**config.mk**
```make
export PLATFORM = sky130hd
export DESIGN_NAME = counter_priority_task_picker
export DESIGN_NICKNAME = d
export VERILOG_FILES = /design/src/rtl/core/ctpt_pkg.sv /design/src/rtl/core/counter_priority_task_picker.sv /design/src/rtl/core/ctpt_front.sv /design/src/rtl/core/ctpt_queue.sv /design/src/rtl/core/ctpt_back.sv
export SDC_FILE = /design/constraint.sdc
export NUM_CORES = 2
export LEC_CHECK = 0
export ABC_CLOCK_PERIOD_IN_PS = 11100
export BUFFER_PORTS_ARGS = -buffer_cell sky130_fd_sc_hd__buf_2
export CAP_MARGIN = 5
export CORE_ASPECT_RATIO = 0.7
export CORE_MARGIN = 8
export CORE_UTILIZATION = 50
export DETAILED_ROUTE_END_ITERATION = 7
export PLACE_DENSITY = 0.65
export SYNTH_ARGS = -nofsm -noshare
export SYNTH_HDL_FRONTEND = slang
export SYNTH_HIERARCHICAL = 1
export SYNTH_SLANG_ARGS = --single-unit
```
**constraint.sdc**
```tcl
create_clock -name clock -period 11.1 [get_ports clock]
set_clock_uncertainty 0.2 [all_clocks]
set_input_delay 0.555 -clock clock [delete_from_list [all_inputs] [get_ports clock]]
set_output_delay 0.555 -clock clock [all_outputs]
set_load 0.05 [all_outputs]
```
**src/rtl/core/ctpt_pkg.sv**
```systemverilog
// Shared types and constants for the counter priority task picker.
// Used by the front end, the command queue, the back end and the top level.
// No dependencies.
`default_nettype none

package ctpt_pkg;

   // Defaults for the top-level parameters.
   localparam int DEF_NUM_SLOTS  = 64;
   localparam int DEF_COUNT_BITS = 8;

   // Depth of the command queue between the front end and the back end.
   localparam int QUEUE_DEPTH = 2;

   // Fixed field widths of the request and response channels.
   localparam int KIND_BITS     = 2;
   localparam int SLOT_BITS     = 6;
   localparam int VALUE_BITS    = 8;
   localparam int REQ_DATA_BITS = 24;
   localparam int RSP_DATA_BITS = 16;

   // Request kind codes as they appear on the bus.
   localparam logic [KIND_BITS-1:0] KIND_WRITE_ENTRY  = 2'd0;
   localparam logic [KIND_BITS-1:0] KIND_SET_RUNNABLE = 2'd1;
   localparam logic [KIND_BITS-1:0] KIND_SCHEDULE     = 2'd2;
   // This kind carries no operation; it is taken and dropped.
   localparam logic [KIND_BITS-1:0] KIND_UNUSED       = 2'd3;

   // Operation carried through the queue once a request is classified.
   typedef enum logic [1:0] {
      OP_WRITE_ENTRY,
      OP_SET_RUNNABLE,
      OP_SCHEDULE
   } op_type;

   typedef struct packed {
      op_type                 op;
      logic [SLOT_BITS-1:0]   slot;
      logic                   present;
      logic                   runnable;
      logic [VALUE_BITS-1:0]  priority_val;
      logic [VALUE_BITS-1:0]  count_val;
   } task_cmd_type;

endpackage

`default_nettype wire

```
**src/rtl/core/counter_priority_task_picker.sv**
```systemverilog
// Top level of the counter priority task picker: front end, command queue
// and back end. Depends on ctpt_pkg, ctpt_front, ctpt_queue and ctpt_back.
`default_nettype none

// The picker keeps a table of NUM_SLOTS task slots, each with a present mark,
// a runnable mark, a priority and a remaining count. A request of kind 0
// writes a whole slot entry, kind 1 sets only the runnable mark, and kind 2
// asks for a pick; kind 3 and writes to slots beyond the table are taken and
// ignored. A pick scans the slots from the top down to slot 1 and chooses the
// runnable present slot with the largest count, the higher slot winning a
// tie. When that largest count is zero, every present slot's count is loaded
// from its priority and the table is scanned once more; if the counts are
// still zero the highest runnable slot is chosen and starved is set. With no
// runnable slot the idle task, slot 0, is chosen. Only picks give a response.
// Requests go through a two-entry queue, so up to two requests are taken
// while the back end scans or a response waits; once both entries are held,
// req_tready stays low until the back end takes the oldest one. A write is
// carried out as the back end takes it from the queue. A pick makes one pass
// over the slots, or two when it reloads: the back end reads one slot per
// cycle through the single read port of the count and priority memories,
// and the reload is folded into the second pass as it writes each present
// slot's count back through the count memory's write port. Nothing needs to
// be cleared after reset; the table is usable as soon as reset is released.
module counter_priority_task_picker #(
   parameter int NUM_SLOTS  = ctpt_pkg::DEF_NUM_SLOTS,
   parameter int COUNT_BITS = ctpt_pkg::DEF_COUNT_BITS
) (
   input  wire logic                               clock,
   input  wire logic                               reset,
   // Request channel.
   input  wire logic                               req_tvalid,
   output logic                                    req_tready,
   // From bit 0: slot[5:0], present[6], runnable[7], priority_req[15:8],
   // count[23:16].
   input  wire logic [ctpt_pkg::REQ_DATA_BITS-1:0] req_tdata,
   // From bit 0: kind[1:0].
   input  wire logic [ctpt_pkg::KIND_BITS-1:0]     req_tuser,
   // Response channel.
   output logic                                    rsp_tvalid,
   input  wire logic                               rsp_tready,
   // From bit 0: chosen_slot[5:0], switch_task[6], idle[7], reloaded[8],
   // starved[9], zero fill[15:10].
   output logic [ctpt_pkg::RSP_DATA_BITS-1:0]      rsp_tdata
);

   ctpt_pkg::task_cmd_type push_cmd;
   ctpt_pkg::task_cmd_type head_cmd;
   logic                   q_push;
   logic                   q_full;
   logic                   q_pop;
   logic                   q_not_empty;

   // The front end classifies each request and queues the ones that act.
   ctpt_front #(
      .NUM_SLOTS (NUM_SLOTS)
   ) u_front (
      .clock      (clock),
      .reset      (reset),
      .req_tvalid (req_tvalid),
      .req_tready (req_tready),
      .req_tdata  (req_tdata),
      .req_tuser  (req_tuser),
      .q_full     (q_full),
      .q_push     (q_push),
      .q_cmd      (push_cmd)
   );

   ctpt_queue u_queue (
      .clock     (clock),
      .reset     (reset),
      .push      (q_push),
      .push_cmd  (push_cmd),
      .full      (q_full),
      .pop       (q_pop),
      .head_cmd  (head_cmd),
      .not_empty (q_not_empty)
   );

   // The back end owns the slot table and the response register.
   ctpt_back #(
      .NUM_SLOTS  (NUM_SLOTS),
      .COUNT_BITS (COUNT_BITS)
   ) u_back (
      .clock       (clock),
      .reset       (reset),
      .q_not_empty (q_not_empty),
      .q_cmd       (head_cmd),
      .q_pop       (q_pop),
      .rsp_tvalid  (rsp_tvalid),
      .rsp_tready  (rsp_tready),
      .rsp_tdata   (rsp_tdata)
   );

endmodule

`default_nettype wire

```
**src/rtl/core/ctpt_front.sv**
```systemverilog
// Front end of the task picker: takes requests, decodes the kind and drops
// requests that change nothing. Depends on ctpt_pkg.
`default_nettype none

module ctpt_front #(
   parameter int NUM_SLOTS = ctpt_pkg::DEF_NUM_SLOTS
) (
   input  wire logic                              clock,
   input  wire logic                              reset,
   input  wire logic                              req_tvalid,
   output logic                                   req_tready,
   input  wire logic [ctpt_pkg::REQ_DATA_BITS-1:0] req_tdata,
   input  wire logic [ctpt_pkg::KIND_BITS-1:0]     req_tuser,
   input  wire logic                              q_full,
   output logic                                   q_push,
   output ctpt_pkg::task_cmd_type                 q_cmd
);

   logic keep;
   logic in_range;

   assign req_tready = !q_full;

   assign in_range = 32'(req_tdata[5:0]) < NUM_SLOTS;

   always_comb begin
      q_cmd.slot         = req_tdata[5:0];
      q_cmd.present      = req_tdata[6];
      q_cmd.runnable     = req_tdata[7];
      q_cmd.priority_val = req_tdata[15:8];
      q_cmd.count_val    = req_tdata[23:16];
      unique case (req_tuser)
         ctpt_pkg::KIND_WRITE_ENTRY: begin
            q_cmd.op = ctpt_pkg::OP_WRITE_ENTRY;
            keep     = in_range;
         end
         ctpt_pkg::KIND_SET_RUNNABLE: begin
            q_cmd.op = ctpt_pkg::OP_SET_RUNNABLE;
            keep     = in_range;
         end
         ctpt_pkg::KIND_SCHEDULE: begin
            q_cmd.op = ctpt_pkg::OP_SCHEDULE;
            keep     = 1'b1;
         end
         default: begin
            // The unused kind is taken and discarded.
            q_cmd.op = ctpt_pkg::OP_SCHEDULE;
            keep     = 1'b0;
         end
      endcase
   end

   assign q_push = req_tvalid && req_tready && keep;

   // No request may be pushed into the queue while it is full.
   property p_no_push_when_full;
      @(posedge clock) disable iff (reset) q_full |-> !q_push;
   endproperty
   a_no_push_when_full: assert property (p_no_push_when_full)
      else $error("push into a full command queue");

   property p_unused_kind_dropped;
      @(posedge clock) disable iff (reset) (req_tuser == ctpt_pkg::KIND_UNUSED) |-> !q_push;
   endproperty
   a_unused_kind_dropped: assert property (p_unused_kind_dropped)
      else $error("unused request kind reached the queue");

   property p_range_dropped;
      @(posedge clock) disable iff (reset)
         (q_push && q_cmd.op != ctpt_pkg::OP_SCHEDULE) |-> in_range;
   endproperty
   a_range_dropped: assert property (p_range_dropped)
      else $error("write to a slot beyond the table was queued");

endmodule

`default_nettype wire

```
**src/rtl/core/ctpt_queue.sv**
```systemverilog
// Short command queue between the front end and the back end of the task
// picker. Depends on ctpt_pkg.
`default_nettype none

module ctpt_queue (
   input  wire logic                  clock,
   input  wire logic                  reset,
   input  wire logic                  push,
   input  ctpt_pkg::task_cmd_type     push_cmd,
   output logic                       full,
   input  wire logic                  pop,
   output ctpt_pkg::task_cmd_type     head_cmd,
   output logic                       not_empty
);

   localparam int DEPTH  = ctpt_pkg::QUEUE_DEPTH;
   localparam int PTR_W  = (DEPTH > 1) ? $clog2(DEPTH) : 1;
   localparam int FILL_W = $clog2(DEPTH + 1);

   ctpt_pkg::task_cmd_type entry_ff [DEPTH];
   logic [PTR_W-1:0]  wr_ptr_ff;
   logic [PTR_W-1:0]  rd_ptr_ff;
   logic [FILL_W-1:0] fill_ff;

   assign full      = fill_ff == FILL_W'(DEPTH);
   assign not_empty = fill_ff != '0;
   assign head_cmd  = entry_ff[rd_ptr_ff];

   always_ff @(posedge clock) begin
      if (push) begin
         entry_ff[wr_ptr_ff] <= push_cmd;
      end
   end

   always_ff @(posedge clock) begin
      if (reset) begin
         wr_ptr_ff <= '0;
         rd_ptr_ff <= '0;
         fill_ff   <= '0;
      end else begin
         if (push) begin
            wr_ptr_ff <= (wr_ptr_ff == PTR_W'(DEPTH - 1)) ? '0 : wr_ptr_ff + 1'b1;
         end
         if (pop) begin
            rd_ptr_ff <= (rd_ptr_ff == PTR_W'(DEPTH - 1)) ? '0 : rd_ptr_ff + 1'b1;
         end
         if (push && !pop) begin
            fill_ff <= fill_ff + 1'b1;
         end else if (pop && !push) begin
            fill_ff <= fill_ff - 1'b1;
         end
      end
   end

   property p_no_underflow;
      @(posedge clock) disable iff (reset) pop |-> not_empty;
   endproperty
   a_no_underflow: assert property (p_no_underflow)
      else $error("pop from an empty command queue");

   property p_no_overflow;
      @(posedge clock) disable iff (reset) (push && !pop) |-> !full;
   endproperty
   a_no_overflow: assert property (p_no_overflow)
      else $error("push into a full command queue");

   property p_fill_bound;
      @(posedge clock) disable iff (reset) fill_ff <= FILL_W'(DEPTH);
   endproperty
   a_fill_bound: assert property (p_fill_bound)
      else $error("command queue fill count beyond its depth");

endmodule

`default_nettype wire

```
**src/rtl/core/ctpt_back.sv**
```systemverilog
// Back end of the task picker: holds the slot table, carries out writes and
// runs the scan and the reload-and-rescan. Drives the response register.
// Depends on ctpt_pkg.
`default_nettype none

module ctpt_back #(
   parameter int NUM_SLOTS  = ctpt_pkg::DEF_NUM_SLOTS,
   parameter int COUNT_BITS = ctpt_pkg::DEF_COUNT_BITS
) (
   input  wire logic                               clock,
   input  wire logic                               reset,
   input  wire logic                               q_not_empty,
   input  ctpt_pkg::task_cmd_type                  q_cmd,
   output logic                                    q_pop,
   output logic                                    rsp_tvalid,
   input  wire logic                               rsp_tready,
   output logic [ctpt_pkg::RSP_DATA_BITS-1:0]      rsp_tdata
);

   localparam int SLOT_W = $clog2(NUM_SLOTS);
   localparam logic [SLOT_W-1:0] TOP_SLOT = SLOT_W'(NUM_SLOTS - 1);
   localparam logic [SLOT_W-1:0] LAST_SLOT = SLOT_W'(1);

   typedef enum logic [1:0] {
      ST_IDLE,
      ST_SCAN,
      ST_RESCAN,
      ST_DONE
   } state_type;

   state_type state_ff;

   // Slot table: marks in flip-flops, priority and count in memories.
   logic [NUM_SLOTS-1:0]  present_ff;
   logic [NUM_SLOTS-1:0]  runnable_ff;
   logic [COUNT_BITS-1:0] count_mem    [NUM_SLOTS];
   logic [COUNT_BITS-1:0] priority_mem [NUM_SLOTS];
   logic [COUNT_BITS-1:0] cnt_rd_ff;
   logic [COUNT_BITS-1:0] pri_rd_ff;

   // Scan pipeline: read address stage and compare stage.
   logic [SLOT_W-1:0]     iss_ff;
   logic                  iss_vld_ff;
   logic [SLOT_W-1:0]     cmp_slot_ff;
   logic                  cmp_vld_ff;

   // Running best of the current pass.
   logic                  found_ff;
   logic [COUNT_BITS-1:0] best_ff;
   logic [SLOT_W-1:0]     pick_ff;
   logic                  reloaded_ff;
   logic [SLOT_W-1:0]     current_ff;

   logic                  found_in;
   logic [COUNT_BITS-1:0] best_in;
   logic [SLOT_W-1:0]     pick_in;

   logic                  rsp_valid_ff;
   logic [ctpt_pkg::RSP_DATA_BITS-1:0] rsp_data_ff;
   logic                  res_starved_ff;

   logic [SLOT_W-1:0]     q_idx;
   logic                  take_write;
   logic                  cnt_we;
   logic [SLOT_W-1:0]     cnt_wa;
   logic [COUNT_BITS-1:0] cnt_wd;
   logic [COUNT_BITS-1:0] cmp_val;
   logic                  candidate;
   logic                  pass_end;
   logic                  rsp_free;

   assign q_idx      = SLOT_W'(q_cmd.slot);
   assign q_pop      = (state_ff == ST_IDLE) && q_not_empty;
   assign take_write = q_pop && (q_cmd.op == ctpt_pkg::OP_WRITE_ENTRY);
   assign rsp_free   = !rsp_valid_ff || rsp_tready;
   assign rsp_tvalid = rsp_valid_ff;
   assign rsp_tdata  = rsp_data_ff;

   // In the rescan the freshly reloaded value is the priority itself.
   assign cmp_val   = (state_ff == ST_RESCAN) ? pri_rd_ff : cnt_rd_ff;
   assign candidate = cmp_vld_ff && present_ff[cmp_slot_ff] && runnable_ff[cmp_slot_ff];
   assign pass_end  = cmp_vld_ff && (cmp_slot_ff == LAST_SLOT);

   always_comb begin
      found_in = found_ff;
      best_in  = best_ff;
      pick_in  = pick_ff;
      // Strictly greater: the higher slot, seen first, keeps a tie.
      if (candidate && (!found_ff || cmp_val > best_ff)) begin
         found_in = 1'b1;
         best_in  = cmp_val;
         pick_in  = cmp_slot_ff;
      end
   end

   // Count memory write port: entry writes when idle, reloads in the rescan.
   always_comb begin
      if (state_ff == ST_RESCAN) begin
         cnt_we = cmp_vld_ff && present_ff[cmp_slot_ff];
         cnt_wa = cmp_slot_ff;
         cnt_wd = pri_rd_ff;
      end else begin
         cnt_we = take_write;
         cnt_wa = q_idx;
         cnt_wd = COUNT_BITS'(q_cmd.count_val);
      end
   end

   always_ff @(posedge clock) begin
      if (cnt_we) begin
         count_mem[cnt_wa] <= cnt_wd;
      end
      cnt_rd_ff <= count_mem[iss_ff];
   end

   always_ff @(posedge clock) begin
      if (take_write) begin
         priority_mem[q_idx] <= COUNT_BITS'(q_cmd.priority_val);
      end
      pri_rd_ff <= priority_mem[iss_ff];
   end

   always_ff @(posedge clock) begin
      if (reset) begin
         present_ff  <= '0;
         runnable_ff <= '0;
      end else if (q_pop && q_cmd.op != ctpt_pkg::OP_SCHEDULE) begin
         runnable_ff[q_idx] <= q_cmd.runnable;
         if (q_cmd.op == ctpt_pkg::OP_WRITE_ENTRY) begin
            present_ff[q_idx] <= q_cmd.present;
         end
      end
   end

   always_ff @(posedge clock) begin
      if (reset) begin
         state_ff       <= ST_IDLE;
         iss_ff         <= '0;
         iss_vld_ff     <= 1'b0;
         cmp_slot_ff    <= '0;
         cmp_vld_ff     <= 1'b0;
         found_ff       <= 1'b0;
         best_ff        <= '0;
         pick_ff        <= '0;
         reloaded_ff    <= 1'b0;
         res_starved_ff <= 1'b0;
         current_ff     <= '0;
         rsp_valid_ff   <= 1'b0;
         rsp_data_ff    <= '0;
      end else begin
         if (rsp_valid_ff && rsp_tready) begin
            rsp_valid_ff <= 1'b0;
         end
         cmp_slot_ff <= iss_ff;
         cmp_vld_ff  <= iss_vld_ff;
         if (iss_vld_ff) begin
            if (iss_ff == LAST_SLOT) begin
               iss_vld_ff <= 1'b0;
            end else begin
               iss_ff <= iss_ff - 1'b1;
            end
         end
         unique case (state_ff)
            ST_IDLE: begin
               if (q_pop && q_cmd.op == ctpt_pkg::OP_SCHEDULE) begin
                  state_ff       <= ST_SCAN;
                  iss_ff         <= TOP_SLOT;
                  iss_vld_ff     <= 1'b1;
                  found_ff       <= 1'b0;
                  best_ff        <= '0;
                  pick_ff        <= '0;
                  reloaded_ff    <= 1'b0;
                  res_starved_ff <= 1'b0;
               end
            end
            ST_SCAN: begin
               found_ff <= found_in;
               best_ff  <= best_in;
               pick_ff  <= pick_in;
               if (pass_end) begin
                  if (found_in && best_in == '0) begin
                     state_ff    <= ST_RESCAN;
                     iss_ff      <= TOP_SLOT;
                     iss_vld_ff  <= 1'b1;
                     found_ff    <= 1'b0;
                     best_ff     <= '0;
                     pick_ff     <= '0;
                     reloaded_ff <= 1'b1;
                  end else begin
                     state_ff <= ST_DONE;
                  end
               end
            end
            ST_RESCAN: begin
               found_ff <= found_in;
               best_ff  <= best_in;
               pick_ff  <= pick_in;
               if (pass_end) begin
                  state_ff       <= ST_DONE;
                  res_starved_ff <= found_in && best_in == '0;
               end
            end
            ST_DONE: begin
               if (rsp_free) begin
                  state_ff     <= ST_IDLE;
                  current_ff   <= pick_ff;
                  rsp_valid_ff <= 1'b1;
                  rsp_data_ff  <= {6'd0, res_starved_ff, reloaded_ff, !found_ff,
                                   pick_ff != current_ff,
                                   ctpt_pkg::SLOT_BITS'(pick_ff)};
               end
            end
            default: begin
               state_ff <= ST_IDLE;
            end
         endcase
      end
   end

   property p_reload_flag_in_rescan;
      @(posedge clock) disable iff (reset) (state_ff == ST_RESCAN) |-> reloaded_ff;
   endproperty
   a_reload_flag_in_rescan: assert property (p_reload_flag_in_rescan)
      else $error("rescan running without the reload flag");

   property p_pop_only_idle;
      @(posedge clock) disable iff (reset) q_pop |-> (state_ff == ST_IDLE);
   endproperty
   a_pop_only_idle: assert property (p_pop_only_idle)
      else $error("command taken while a pick is in progress");

   property p_starved_needs_reload;
      @(posedge clock) disable iff (reset)
         rsp_valid_ff |-> (!rsp_data_ff[9] || (rsp_data_ff[8] && !rsp_data_ff[7]));
   endproperty
   a_starved_needs_reload: assert property (p_starved_needs_reload)
      else $error("starvation reported without a reload or while idle");

   property p_idle_picks_zero;
      @(posedge clock) disable iff (reset)
         (rsp_valid_ff && rsp_data_ff[7]) |-> (rsp_data_ff[5:0] == 6'd0);
   endproperty
   a_idle_picks_zero: assert property (p_idle_picks_zero)
      else $error("idle pick names a slot other than zero");

   property p_result_updates_current;
      @(posedge clock) disable iff (reset)
         (state_ff == ST_DONE && rsp_free) |=> (current_ff == $past(pick_ff));
   endproperty
   a_result_updates_current: assert property (p_result_updates_current)
      else $error("current slot not updated with the pick");

endmodule

`default_nettype wire

```
# Word-level counts from Yosys, hierarchy flattened
# Memories as Yosys holds them, arrays and structs flattened. A register that Yosys moved wholly into a read port is not among the register bits.
# Index checks and enable logic that the tools add are counted.
# totals
n_memories,3
reg_bits,182
out_inout_bits,18
word_cells,151
inputBits,30
ramBits,1076
# memory_table
memory,depth,word_bits,rd,rd_clocked_by_memory_dff,wr,line,rtl
u_back.count_mem,64,8,1,1,1,ctpt_back.sv:36,logic [COUNT_BITS-1:0] count_mem [NUM_SLOTS];
u_back.priority_mem,64,8,1,1,1,ctpt_back.sv:37,logic [COUNT_BITS-1:0] priority_mem [NUM_SLOTS];
u_queue.entry_ff,2,26,1,1,1,ctpt_queue.sv:20,ctpt_pkg::task_cmd_type entry_ff [DEPTH];
# op_classes
muxes,67
eq_ne,16
n_addsub,5
reduce_logical,38
order_cmp,4
# op_table
cell,count
bitwise mux 64 bit,2
two-way mux 6 bit,10
two-way mux 8 bit,6
two-way mux 1 bit,31
case mux 8 bit (3 select lines),1
case mux 6 bit (3 select lines),1
logical AND 1 bit,15
< comparator 6 x 7 -> 1 bit (second input constant),2
binary-select mux 1 bit (select 6 bit),2
equality test 6 x 1 -> 1 bit (second input constant),2
two-way mux 2 bit,6
case mux 6 bit (2 select lines),1
equality test 2 bit (second input constant),5
greater-than comparator 8 bit,1
zero test 8 bit,1
!= test 2 x 1 -> 1 bit (second input constant),4
case mux 2 bit (4 select lines),1
AND reduction 4 bit,2
nonzero test 2 bit,4
demux 1 bit (select 6 bit),1
>= comparator 6 x 1 -> 1 bit (second input constant),1
zero test 2 bit,3
!= test 6 bit,1
case mux 1 bit (2 select lines),3
other kinds (14),24

# Logic depth before layout (Yosys ltp)
# depth
depth_word,11
ltp_mapped,17
ltp_nobuf,13

# Cells and area by module
# Netlist, hierarchy kept.
# modules_own_cells
mod,n_inst,area_per_inst_um2,cells_each
ctpt_back,1,48008.5,2625
ctpt_queue,1,2092.0,103
ctpt_front,1,206.4,29

# Least setup slack after synthesis
# Ideal clock, no wire load.
# synth_timing
kind,register -> register
from,reg u_back.state_ff[0]
to,"mem u_back/count_mem[0][1] (netlist bit), data pin"
t_required_ps,10198
path_stages_with_launch,7
slack_ps,6440
arrival_time_ps,3758
path_buffers,3
period_less_slack_ps,4660
path_cell_list,dfxtp_1 -> inv_1 -> ha_1 -> clkbuf_1 -> clkbuf_1 -> clkbuf_1 -> o21ai_0
# synth_via
elab_chain_len,2
# synth_lines
element,line,rtl
start: declaration,ctpt_back.sv:31,state_type state_ff;
start signal: assignment,ctpt_back.sv:137,state_ff <= ST_IDLE;
start signal: assignment,ctpt_back.sv:166,state_ff <= ST_SCAN;
start signal: assignment,ctpt_back.sv:182,state_ff <= ST_RESCAN;
equality test 2 bit,ctpt_back.sv:98,if (state_ff == ST_RESCAN) begin
two-way mux 8 bit,ctpt_back.sv:98,
named net u_back.cnt_wd[1],ctpt_back.sv:66,logic [COUNT_BITS-1:0] cnt_wd;
end: declaration,ctpt_back.sv:36,
# The timed path passes the listed nets, and every way through them passes these cells.

==> out/results.md <==
| Group | Result | Reported |
| --- | --- | --- |
| cts | Total number of clock tree sinks | 1269 |
| floorplanning | Placeable Area | 99900 µm² |
| timing | Worst-case headroom to the max-slew limit | 12.8% |
| drt | DRT Pass-1 Iters | 6 |
| flow run | Count of maximum capacitance violations | 0 |
| cts | Post-cts gate resize count | 0 |
| outcome | Result of the run | complete, no violations |
| timing | Max frequency | 218 MHz |
| drt | Count of nets left with antenna violations after detail routing | 0 |
| timing | Setup repair after global routing missed its margin | no |
| logic synthesis | Seq/Total Area, Yosys | 71.9% |
| logic synthesis | Avg Cell Area, Syn | 18.2 µm² |
| global route | Largest net degree at the start of global routing | 93 |
| cts | H-tree depth | 3 |
| logic synthesis | Netlist cell types | 64 |
| critical path | Biggest fanout along the worst timing path | 47 |
| floorplanning | Initial Utilization | 50.4% |
| timing | Setup Viol. Count Final | 0 |
| floorplanning | Die ar. | 111000 µm² |
| global route | Global-route wire length before repair | 180000 µm |
| placed design | Final weighted congestion of routability-driven global placement | 0.878 |
| power | Flop pwr share | 44.7% |
| cts | Post-CTS Hold Fix Bufs | 27 |
| logic synthesis | Post-synth EDFFs | 1076 |
| drt | Met3 wirelength from detailed routing | 11600 µm |
| finish | Proportion of layout cells with a drive suffix above 1 | 24.2% |
| placed design | IO buf count | 41 |
| drt | Final wirelength | 122000 µm |
| power | Fraction of power consumed by the clock network | 29.9% |
| drt | Overall via count from detail_route | 26500 |
| drt | Routed metal-1 wirelength | 52900 µm |
| cts | Clock root cell | clkbuf_16 |
| floorplanning | Number of placement rows | 97 |
| timing | Clock period minus worst slack | 4.58 ns |
| cts | Insertion delay to the later sink of the worst-skew pair | 0.72 ns |
| cts | TritonCTS clock tree | yes |
| power | Combinational cell fraction of total power | 25.4% |
| floorplanning | Die Ht | 281 µm |
| drt | Detailed route wirelength on metal2 | 54800 µm |
| logic synthesis | Number of synthesized register bits | 1269 |
| critical path | Worst setup path start | u_back/iss_ff[0]$_SDFF_PP0_ |
| power | Net Switching | 3.91 mW |
| power | Pwr per Cell Area | 237 nW/µm² |
| logic synthesis | Leading area contributor after synthesis | edfxtp_1 |
| finish | Final std cell area, no fill | 56000 µm² |
| global route | Via count of the first global-routing pass | 26300 |
| drt | Average wire length per cell after detail routing | 28.7 µm |
| hold path | Worst Hold Class | input pin to flip-flop |
| finish | Synthesis-to-finish area growth | 11.3% |
| logic synthesis | Synth Instances | 2757 |
| drt | Initial DRC count | 3699 |
| timing | Final worst-path cycle share | 41.2% |
| cts | Clock transition at the registers of the reported paths | 0.06 ns |
| finish | Post-layout utilization of the core | 56.0% |
| cts | Largest buffer count on any clock path | 3 |
| power | Switching share of total power | 29.6% |
| cts | Total CTS buffers | 115 |
| logic synthesis | Cell area after synthesis | 50300 µm² |
| timing | Slew at the pin closest to its max-slew limit | 1.30 ns |
| placed design | Inst Count DP | 4010 |
| finish | Non-filler instance count after layout | 4258 |
| finish | Final #Nets | 2866 |
| critical path | Critical Path Sink Type | flip-flop |
| timing | Accumulated negative setup slack | 0 ns |
| power | Sum of internal, switching and leakage power | 13.2 mW |
| power | Largest vdd supply drop | 0.000203 V |
| critical path | Sort of element at the start of the critical path | flip-flop |
| floorplanning | Ports | 48 |
| critical path | Crit Reg-Reg Startpoint | u_back/iss_ff[0]$_SDFF_PP0_ |
| power | P_leak | 17.1 nW |
| logic synthesis | Most used flip-flop cell after synthesis | edfxtp_1 |
| timing | Final number of hold-violating endpoints | 0 |
| drt | Number of remaining DRC errors | 0 |
| floorplanning | Floorplan die width | 395 µm |
| global route | Total track usage | 21.7% |
| logic synthesis | Post-synth top area share | 64.2% |
| critical path | CP required | 11.47 ns |
| logic synthesis | Synth area leaders | edfxtp_1 (64%), mux4_2 (16%), dfxtp_1 (7.7%) |
| drt | Vias per cell | 6.23 |
| critical path | R2R Setup Slk | 6.52 ns |
| placed design | Post-detailed-placement half-perimeter wirelength | 75700 µm |
| drt | Top layer in use | met5 |
| critical path | Setup Crit Path Kind | flip-flop to flip-flop |
| placed design | DP Area | 51900 µm² |
| global route | Overall overflow remaining after global route | 0 |
| cts | Buffer count from post-CTS setup fixing | 0 |
| hold path | Min-delay src | req_tvalid |
| global route | Initial antenna violation count | 4 |
| power | Total internal power | 9.33 mW |
| logic synthesis | Yosys synthesis warning count | 6 |
| logic synthesis | Share of flip-flops with an asynchronous set or reset after synthesis | 0% |
| critical path | Arrival time worst endpoint | 4.95 ns |
| timing | Final count of pins violating max slew | 0 |
==> worst max-delay path, cell delays in order, from the launching register on <==
cell and delay [ns]:
dfxtp_4 0.83, buf_4 0.86, buf_4 0.86, mux4_2 0.60, mux4_2 0.52, mux4_2 0.46
==> sequential cells by signal, indices dropped and copies added, names as in the netlist, 2 cells and up, named ones only <==
name                 cells
u_back/runnable_ff      64
u_back/pick_ff           6
u_back/iss_ff            6
u_back/current_ff        5
u_back/best_ff           8
u_back/present_ff       64
u_queue/entry_ff        52
u_back/cnt_rd_ff         8
u_back/count_mem       512
u_back/priority_mem    512
u_back/state_ff          2
u_back/pri_rd_ff         8
u_back/rsp_tdata         5
u_back/cmp_slot_ff       6
u_queue/fill_ff          2
==> cells by family after synthesis <==
kind of cell	count (synthesis)	share of synthesized area, %
adder cells (fa/ha/maj)	16	0.398
multiplexers	425	17.7
other	1	0.00745
flip-flops	1269	71.9
AO/OA/AOI/OAI	275	3.16
XOR/XNOR	11	0.192
buffers and inverters	234	2.14
AND/OR/NAND/NOR	526	4.51
==> cells in the mapped netlist, types with 4 or more instances <==
library cell and count:
or2_2 4, nor3_1 72, nor2b_1 18, a22oi_1 4, mux4_2 357, dfxtp_1 193
nand2b_1 8, nor2_1 243, buf_6 5, xor2_1 4, clkbuf_2 4, buf_2 4
mux2_2 36, a22o_1 15, nand4_1 5, or3_1 10, mux2i_1 24, buf_1 28
nand2_1 129, and2_1 5, mux4_1 8, ha_1 16, inv_1 36, buf_4 32
edfxtp_1 1076, clkbuf_1 122, xnor2_1 7, a21oi_1 137, a31oi_1 13, nand3_1 19
o21ai_0 79
==> area by class of cell <==
type	count	area [µm²]
fillers	7443	43900
flip-flops and latches	1269	36200
multi-input cells	1259	13200
clock buffers	147	3130
well taps	1336	1670
repair buffers	138	1030
clock inverters	71	647
inverters	37	139
diodes	1	2.50
==> through the flow <==
stage,hold WS [ns],setup WS (ns)
after floorplan,0.228,6.44
after global placement,0.259,6.47
after detailed placement,0.262,6.35
after CTS,0.193,6.32
after global routing,0.213,6.13
final,0.240,6.52
==> per-layer routing <==
| layer | vias to the layer above | GRT usage, % |
|---|---|---|
| met3 | 187 | 4.20 |
| met2 | 1354 | 32.2 |
| met4 | 2 | 5.29 |
| met5 | - | 0 |
| li1 | 11100 | - |
| met1 | 13900 | 33.2 |
==> cells in the final DEF, fill, tap and decap left out, types with 6 or more instances in the layout <==
master         instances
edfxtp_1            1076
mux4_2               357
nor2_1               242
dfxtp_1              188
a21oi_1              137
nand2_1              129
clkbuf_16            119
o21ai_0               72
nor3_1                72
buf_4                 67
buf_2                 40
inv_1                 36
mux2_2                36
dlygate4sd3_1         27
clkinv_2              26
mux2i_1               24
clkbuf_1              23
clkinv_1              22
nand3_1               19
nor2b_1               17
a22o_1                15
ha_1                  15
a31oi_1               13
bufinv_16             10
or3_1                 10
nand2b_1               8
mux4_1                 8
o21ai_4                7
xnor2_1                7
clkinvlp_4             6
conb_1                 6
==> final timing paths <==
check        cells after the start                                to
max                              5       u_back/pri_rd_ff[5]$_DFF_P_
min                              4    u_queue/wr_ptr_ff$_SDFFE_PP0P_
min reg2reg                      2  u_back/rsp_tdata[8]$_SDFFE_PP0P_
max reg2reg                      5       u_back/pri_rd_ff[5]$_DFF_P_
==> power groups by stage <==
stage	clock network, mW	logic (mW)	registers (mW)
floorplan	0	2.40	5.83
global placement	0	3.29	6.02
detailed placement	0	3.37	6.02
CTS	4.03	3.38	5.92
global route	4.22	3.54	5.94
finish	3.96	3.36	5.92
(Power assumes the default switching activity.)
